[src/rtl/rpt_pkg.sv]
`default_nettype none

package rpt_pkg;

  // Default geometry of the table
  localparam int NUM_FRAMES_DEF = 64;
  localparam int LEVELS_DEF     = 5;
  localparam int INDEX_BITS_DEF = 9;

  // Fixed field widths
  localparam int TYPE_W    = 2;
  localparam int VPN_W     = 45;
  localparam int PPN_W     = 52;
  localparam int CFG_W     = 6;
  localparam int CFG_IDX_W = 1;

  // Bits folded into the frame residue per cycle
  localparam int MOD_STEP_BITS = 4;

  // Request codes
  localparam logic [TYPE_W-1:0] REQ_QUERY = 2'd0;
  localparam logic [TYPE_W-1:0] REQ_MAP   = 2'd1;
  localparam logic [TYPE_W-1:0] REQ_UNMAP = 2'd2;

  // Configuration register indexes
  localparam logic [CFG_IDX_W-1:0] REG_ROOT_FRAME = 1'd0;
  localparam logic [CFG_IDX_W-1:0] REG_FIRST_FREE = 1'd1;

  localparam logic [CFG_W-1:0] FIRST_FREE_RST = 6'd1;

  typedef enum logic [2:0] {
    ST_CLEAR,
    ST_IDLE,
    ST_RD,
    ST_CHK,
    ST_ALLOC,
    ST_LEAF,
    ST_UNMAP,
    ST_DONE
  } state_t;

  typedef enum logic [1:0] {
    RES_MISS,
    RES_HIT,
    RES_DONE,
    RES_OOF
  } res_kind_t;

  typedef struct packed {
    logic      clr;
    logic      in_ready;
    logic      start;
    logic      rd;
    logic      chk;
    logic      adv;
    logic      alloc;
    logic      wr_leaf;
    logic      wr_unmap;
    logic      res_load;
    res_kind_t res_kind;
    logic      push;
  } rpt_cmd_t;

  typedef struct packed {
    logic              clr_done;
    logic              in_valid;
    logic [TYPE_W-1:0] req_type;
    logic              hit;
    logic              last;
    logic              over;
    logic              last_alloc;
    logic              mod_done;
    logic              out_free;
  } rpt_sts_t;

endpackage

`default_nettype wire

[src/rtl/rpt_ctrl.sv]
`default_nettype none

module rpt_ctrl (
  input  wire logic              clk,
  input  wire logic              rst,
  input  wire rpt_pkg::rpt_sts_t sts,
  output rpt_pkg::rpt_cmd_t      cmd
);

  rpt_pkg::state_t state;
  rpt_pkg::state_t state_next;
  logic            walk_on;

  assign walk_on = sts.hit && !sts.last;

  always_ff @(posedge clk) begin
    if (rst) begin
      state <= rpt_pkg::ST_CLEAR;
    end else begin
      state <= state_next;
    end
  end

  always_comb begin
    state_next = state;
    unique case (state)
      rpt_pkg::ST_CLEAR: begin
        if (sts.clr_done) state_next = rpt_pkg::ST_IDLE;
      end
      rpt_pkg::ST_IDLE: begin
        if (sts.in_valid) state_next = rpt_pkg::ST_RD;
      end
      rpt_pkg::ST_RD: state_next = rpt_pkg::ST_CHK;
      rpt_pkg::ST_CHK: begin
        unique case (sts.req_type)
          rpt_pkg::REQ_QUERY: begin
            state_next = walk_on ? rpt_pkg::ST_RD : rpt_pkg::ST_DONE;
          end
          rpt_pkg::REQ_MAP: begin
            if (walk_on)       state_next = rpt_pkg::ST_RD;
            else if (sts.over) state_next = rpt_pkg::ST_DONE;
            else if (sts.last) state_next = rpt_pkg::ST_LEAF;
            else               state_next = rpt_pkg::ST_ALLOC;
          end
          rpt_pkg::REQ_UNMAP: begin
            if (walk_on)       state_next = rpt_pkg::ST_RD;
            else if (sts.last) state_next = rpt_pkg::ST_UNMAP;
            else               state_next = rpt_pkg::ST_DONE;
          end
          default: state_next = rpt_pkg::ST_DONE;
        endcase
      end
      rpt_pkg::ST_ALLOC: begin
        if (sts.last_alloc) state_next = rpt_pkg::ST_LEAF;
      end
      rpt_pkg::ST_LEAF: begin
        if (sts.mod_done) state_next = rpt_pkg::ST_DONE;
      end
      rpt_pkg::ST_UNMAP: state_next = rpt_pkg::ST_DONE;
      rpt_pkg::ST_DONE: begin
        if (sts.out_free) state_next = rpt_pkg::ST_IDLE;
      end
      default: state_next = rpt_pkg::ST_CLEAR;
    endcase
  end

  always_comb begin
    cmd = '0;
    unique case (state)
      rpt_pkg::ST_CLEAR: cmd.clr = 1'b1;
      rpt_pkg::ST_IDLE: begin
        cmd.in_ready = 1'b1;
        cmd.start    = sts.in_valid;
      end
      rpt_pkg::ST_RD: cmd.rd = 1'b1;
      rpt_pkg::ST_CHK: begin
        cmd.chk = 1'b1;
        unique case (sts.req_type)
          rpt_pkg::REQ_QUERY: begin
            cmd.adv      = walk_on;
            cmd.res_load = !walk_on;
            cmd.res_kind = sts.hit ? rpt_pkg::RES_HIT : rpt_pkg::RES_MISS;
          end
          rpt_pkg::REQ_MAP: begin
            cmd.adv      = walk_on;
            cmd.res_load = !walk_on && sts.over;
            cmd.res_kind = rpt_pkg::RES_OOF;
          end
          rpt_pkg::REQ_UNMAP: begin
            cmd.adv      = walk_on;
            cmd.res_load = !walk_on && !sts.last;
            cmd.res_kind = rpt_pkg::RES_MISS;
          end
          default: begin
            cmd.res_load = 1'b1;
            cmd.res_kind = rpt_pkg::RES_MISS;
          end
        endcase
      end
      rpt_pkg::ST_ALLOC: cmd.alloc = 1'b1;
      rpt_pkg::ST_LEAF: begin
        cmd.wr_leaf  = sts.mod_done;
        cmd.res_load = sts.mod_done;
        cmd.res_kind = rpt_pkg::RES_DONE;
      end
      rpt_pkg::ST_UNMAP: begin
        cmd.wr_unmap = 1'b1;
        cmd.res_load = 1'b1;
        cmd.res_kind = rpt_pkg::RES_DONE;
      end
      rpt_pkg::ST_DONE: cmd.push = sts.out_free;
      default: cmd = '0;
    endcase
  end

`ifndef NO_ASSERTIONS
  a_push_free: assert property (@(posedge clk) disable iff (rst)
    cmd.push |-> sts.out_free)
    else $error("result pushed into an occupied output register");

  a_chk_after_rd: assert property (@(posedge clk) disable iff (rst)
    state == rpt_pkg::ST_CHK |-> $past(state) == rpt_pkg::ST_RD)
    else $error("entry checked without a preceding read");

  a_alloc_map: assert property (@(posedge clk) disable iff (rst)
    state == rpt_pkg::ST_ALLOC |-> sts.req_type == rpt_pkg::REQ_MAP)
    else $error("frame allocated outside a map request");
`endif

endmodule

`default_nettype wire

[config.mk]
export PLATFORM = sky130hd
export DESIGN_NAME = rpt_ctrl
export DESIGN_NICKNAME = d
export VERILOG_FILES = /design/src/rtl/rpt_pkg.sv /design/src/rtl/rpt_ctrl.sv
export SDC_FILE = /design/constraint.sdc
export NUM_CORES = 1
export LEC_CHECK = 0
export ABC_AREA = 1
export BUFFER_PORTS_ARGS = -buffer_cell sky130_fd_sc_hd__buf_2
export CAP_MARGIN = 30
export CORE_AREA = 2 2 39 41
export CTS_BUF_LIST = sky130_fd_sc_hd__clkbuf_16
export DETAILED_ROUTE_END_ITERATION = 6
export DIE_AREA = 0 0 41 43
export GPL_ROUTABILITY_DRIVEN = 0
export GPL_TIMING_DRIVEN = 0
export RECOVER_POWER = 100
export SYNTH_ARGS = -nofsm -noshare
export SYNTH_HDL_FRONTEND = slang
export SYNTH_SLANG_ARGS = --single-unit
[constraint.sdc]
create_clock -name clk -period 2.6 [get_ports clk]
set_clock_uncertainty 0.15 [all_clocks]
set_input_delay 0.52 -clock clk [delete_from_list [all_inputs] [get_ports clk]]
set_output_delay 0.52 -clock clk [all_outputs]
set_load 0.05 [all_outputs]
Word level (Yosys, flattened, before mapping)

Index checks and enable logic that the tools add are counted.

Input port bits: 12
Output and inout port bits: 13
Register bits after elaboration: 3

Muxes and demuxes: 25
Equal/unequal tests: 14
Reduce and logical (&&, ||, !) cells: 9

Operator list:

| cell                                          | count |
|---|---|
| case mux 3 bit (3 select lines)               | 3 |
| two-way mux 3 bit                             | 8 |
| case mux 3 bit (8 select lines)               | 1 |
| == test 3 bit, second input constant          | 4 |
| two-way mux 1 bit                             | 10 |
| inequality test 2 bit, second input constant  | 5 |
| == test 3 x 2 -> 1 bit, second input constant | 2 |
| two-way mux 2 bit                             | 3 |
| AND reduction 5 bit                           | 1 |
| == test 3 x 1 -> 1 bit, second input constant | 1 |
| logical AND 1 bit                             | 3 |
| logical NOT 3 bit                             | 1 |
| OR reduction 3 bit                            | 1 |
| == test 2 x 1 -> 1 bit, second input constant | 1 |
| == test 2 bit, second input constant          | 1 |
| logical NOT 1 bit                             | 2 |
| logical NOT 2 bit                             | 1 |

Longest topological paths before layout

Word-level depth: 6
Depth in mapped cells: 10

Worst setup path before layout

No wires, ideal clock.

Path kind: reg2out
Start point: reg state[2]
End point: out cmd[3] (netlist name)
Slack: -309 ps
Arrival time: 2239 ps
Cell stages (with the launch flop): 6
Required time: 1930 ps
Cell sequence: dfxtp_1 buf_4 inv_1 nor3_1 inv_1 nand3b_1

RTL lines:

| item                   | RTL line       | source |
|---|---|---|
| from (decl)            | rpt_ctrl.sv:10 | `rpt_pkg::state_t state;` |
| from (signal assigned) | rpt_ctrl.sv:18 | `state <= rpt_pkg::ST_CLEAR;` |
| from (signal assigned) | rpt_ctrl.sv:20 | `state <= state_next;` |
| to (decl)              | rpt_ctrl.sv:7  | `output rpt_pkg::rpt_cmd_t cmd` |

==> flow_summary_export.csv <==
group,metric,value,unit
sta,finalSetupTns,0,ns
finish,layout_common_cells,"19 x nand2_1, 18 x inv_1, 12 x nor2_1, 12 x clkbuf_1, 11 x buf_2",
clock_tree,post-cts-setup-buffers,0,
clock_tree,cts_htree_levels,1,
place,port_buffers,24,
drt,drc_errors,0,
drt,ant_nets,0,
sta,relSlewSlack,59.9,%
die,pin_count,25,
logic_synthesis,yosysUniqueCellTypes,18,
sta,hold_violations,0,
die,placementRows,14,
clock_tree,cts_buffer_depth,2,
logic_synthesis,ys_ff_latch,3,
logic_synthesis,synth_top_area_share,14.5,%
power_and_ir_drop,finalPower,0.614,mW
critical_path,endpoint_kind,"output pin",
critical_path,cp_max_fo,6,
global_route,first_global_vias,467,
power_and_ir_drop,comb_power_share,47.3,%
power_and_ir_drop,ir_worst_vdd,0.403,mV
power_and_ir_drop,pwr-share-clk,39.8,%
finish,syn2layout_area_growth,45.4,%
critical_path,cpPeakStageDelay,0.49,ns
critical_path,start_kind,"register",
logic_synthesis,yosysTopAreaCell,"nand2_1",
clock_tree,cts.sinks,3,
critical_path,crit_family,"buffers and inverters",
drt,first_pass_iters,4,
finish,drive_gt1_share,27.0,%
clock_tree,cts_made_buffers,3,
clock_tree,hold_buffers,0,
status,status,"finished clean",
place,dp_hpwl,925,µm
global_route,antenna_found_initial,0,
global_route,grt-ovfl-total,0,
global_route,grt_max_degree,10,
drt,routedWlPerCell,8.84,µm
power_and_ir_drop,seq_power_share,12.9,%
die,die-area,1760,µm²
logic_synthesis,synth_area,465,µm²
sta,slew_violations,0,
finish,final_nets,128,
clock_tree,cts_tree,"yes",
global_route,grt_pass1_wl,1840,µm
power_and_ir_drop,internal_power,0.327,mW
die,fp.coreArea,1380,µm²
sta,max_freq,439,MHz
power_and_ir_drop,powerDensity,907,nW/µm²
sta,fin_hold_ws,0.312,ns
logic_synthesis,seq_area_frac_synth,12.9,%
die,dieWidth,41,µm
clock_tree,ctsResizeCount,0,
clock_tree,clock-root-buffer,"clkbuf_16",
place,dp.cells,127,
drt,via_count,593,
die,start_util,33.6,%
power_and_ir_drop,switching_share,46.7,%
power_and_ir_drop,leakagePower,0.373,nW
sta,fin_crit,2.28,ns
logic_synthesis,synth.avg_cell_area,5.35,µm²
finish,final_common_cell,"nand2_1",
logic_synthesis,synth_area_leaders,"nand2_1 15%, dfxtp_1 13%, inv_1 13%, nand3_1 9.7%, nor2_1 9.7%",
logic_synthesis,syn_nets,99,
drt,totalWireLength,1160,µm
critical_path,cp_cell_sequence,"nand2_2 > nor2_4 > inv_1 > nor3_2 > clkbuf_1",
drt,drtIter0Drc,9,
clock_tree,clock_latency,0.23,ns
worst_hold_path,hp-class,"primary input to register",
finish,stdcell_count,131,
critical_path,crit_buf_inv,2,
sta,tightest_slew,0.604,ns
run,max-cap-violations,0,
critical_path,worstSetupPathType,"register to output pin",
finish,regMostFlops,"state",
critical_path,cpMaxStageDelayCell,"dfxtp_1",
finish,largestRegisters,"state (3)",
global_route,grt_usage,14.9,%
sta,grt_setup_unrepaired,"no",
critical_path,worstPathArrival,1.61,ns
logic_synthesis,syn-instance-count,87,
finish,largest_reg_flops,3,
drt,vias_per_cell,4.53,
clock_tree,path_clk_slew,0.03,ns
die,die-height,43,µm
critical_path,critPathRequiredTime,1.93,ns
finish,antenna_cells,0,
logic_synthesis,synth_warnings,0,
power_and_ir_drop,p_switching,0.287,mW
sta,finalCritPeriodShare,87.6,%
sta,setup_violations,0,
[routing by layer]
metal  vias up  part of all wire, %  GRT usage [%]
met1       250                   49           20.5
met5         -                    0              0
met4         0                 0.95           4.00
li1        327                    -              -
met2        14                   45           21.9
met3         2                  5.1           4.71
[path summary, 6_finish.rpt]
path / from / end / slack (ns) / depth (start not counted)
hold / removal: rst / state[2] / 0.31 / 2
setup / recovery: state[0] / cmd[1] / 0.32 / 5
setup reg to reg: state[0] / state[0] / 1.18 / 9
hold reg to reg: state[0] / state[0] / 0.56 / 4
[power by group through the flow]
stage,Clock [mW],Combinational (mW),Sequential [mW]
after floorplan,0,0.247,0.0737
after global placement,0,0.301,0.0789
after detailed placement,0,0.302,0.0789
after CTS,0.245,0.304,0.0788
after global routing,0.249,0.319,0.0807
final,0.244,0.291,0.0791
[per-stage QoR]
stage	instance area, µm²	setup WS, ns	utilization [%]
after global routing	677	0.231	48.9
final	677	0.322	48.9
after global placement	616	0.472	44.5
after CTS	694	0.445	50.2
after floorplan	475	0.0820	-
after detailed placement	616	0.445	44.5
[layout make-up]
cell class | instances | area [µm²]
Sequential cell | 3 | 60.1
Buffer | 1 | 7.51
Clock inverter | 1 | 3.75
Multi-Input combinational cell | 63 | 330
Tap cell | 16 | 20.0
Timing Repair Buffer | 24 | 105
Clock buffer | 3 | 75.1
Inverter | 20 | 75.1
Fill cell | 157 | 707
[synth_stat cells]
master / instances
nand2_1: 18
inv_1: 16
nor2_1: 12
nand3_1: 9
nand2_2: 5
nor3_1: 5
nor2_4: 4
dfxtp_1: 3
inv_2: 3
o21ai_0: 3
nor2_2: 2
a21oi_1: 1
buf_4: 1
clkinv_1: 1
nand3_2: 1
nand3b_1: 1
nand4_1: 1
o21bai_1: 1
[logic make-up after synthesis]
| family | Yosys count | synth area share (%) |
|---|---|---|
| simple gates | 58 | 63.4 |
| flops | 3 | 12.9 |
| compound gates | 5 | 5.91 |
| buf+inv | 21 | 17.7 |
No activity file was read; power rests on OpenSTA's default activity.
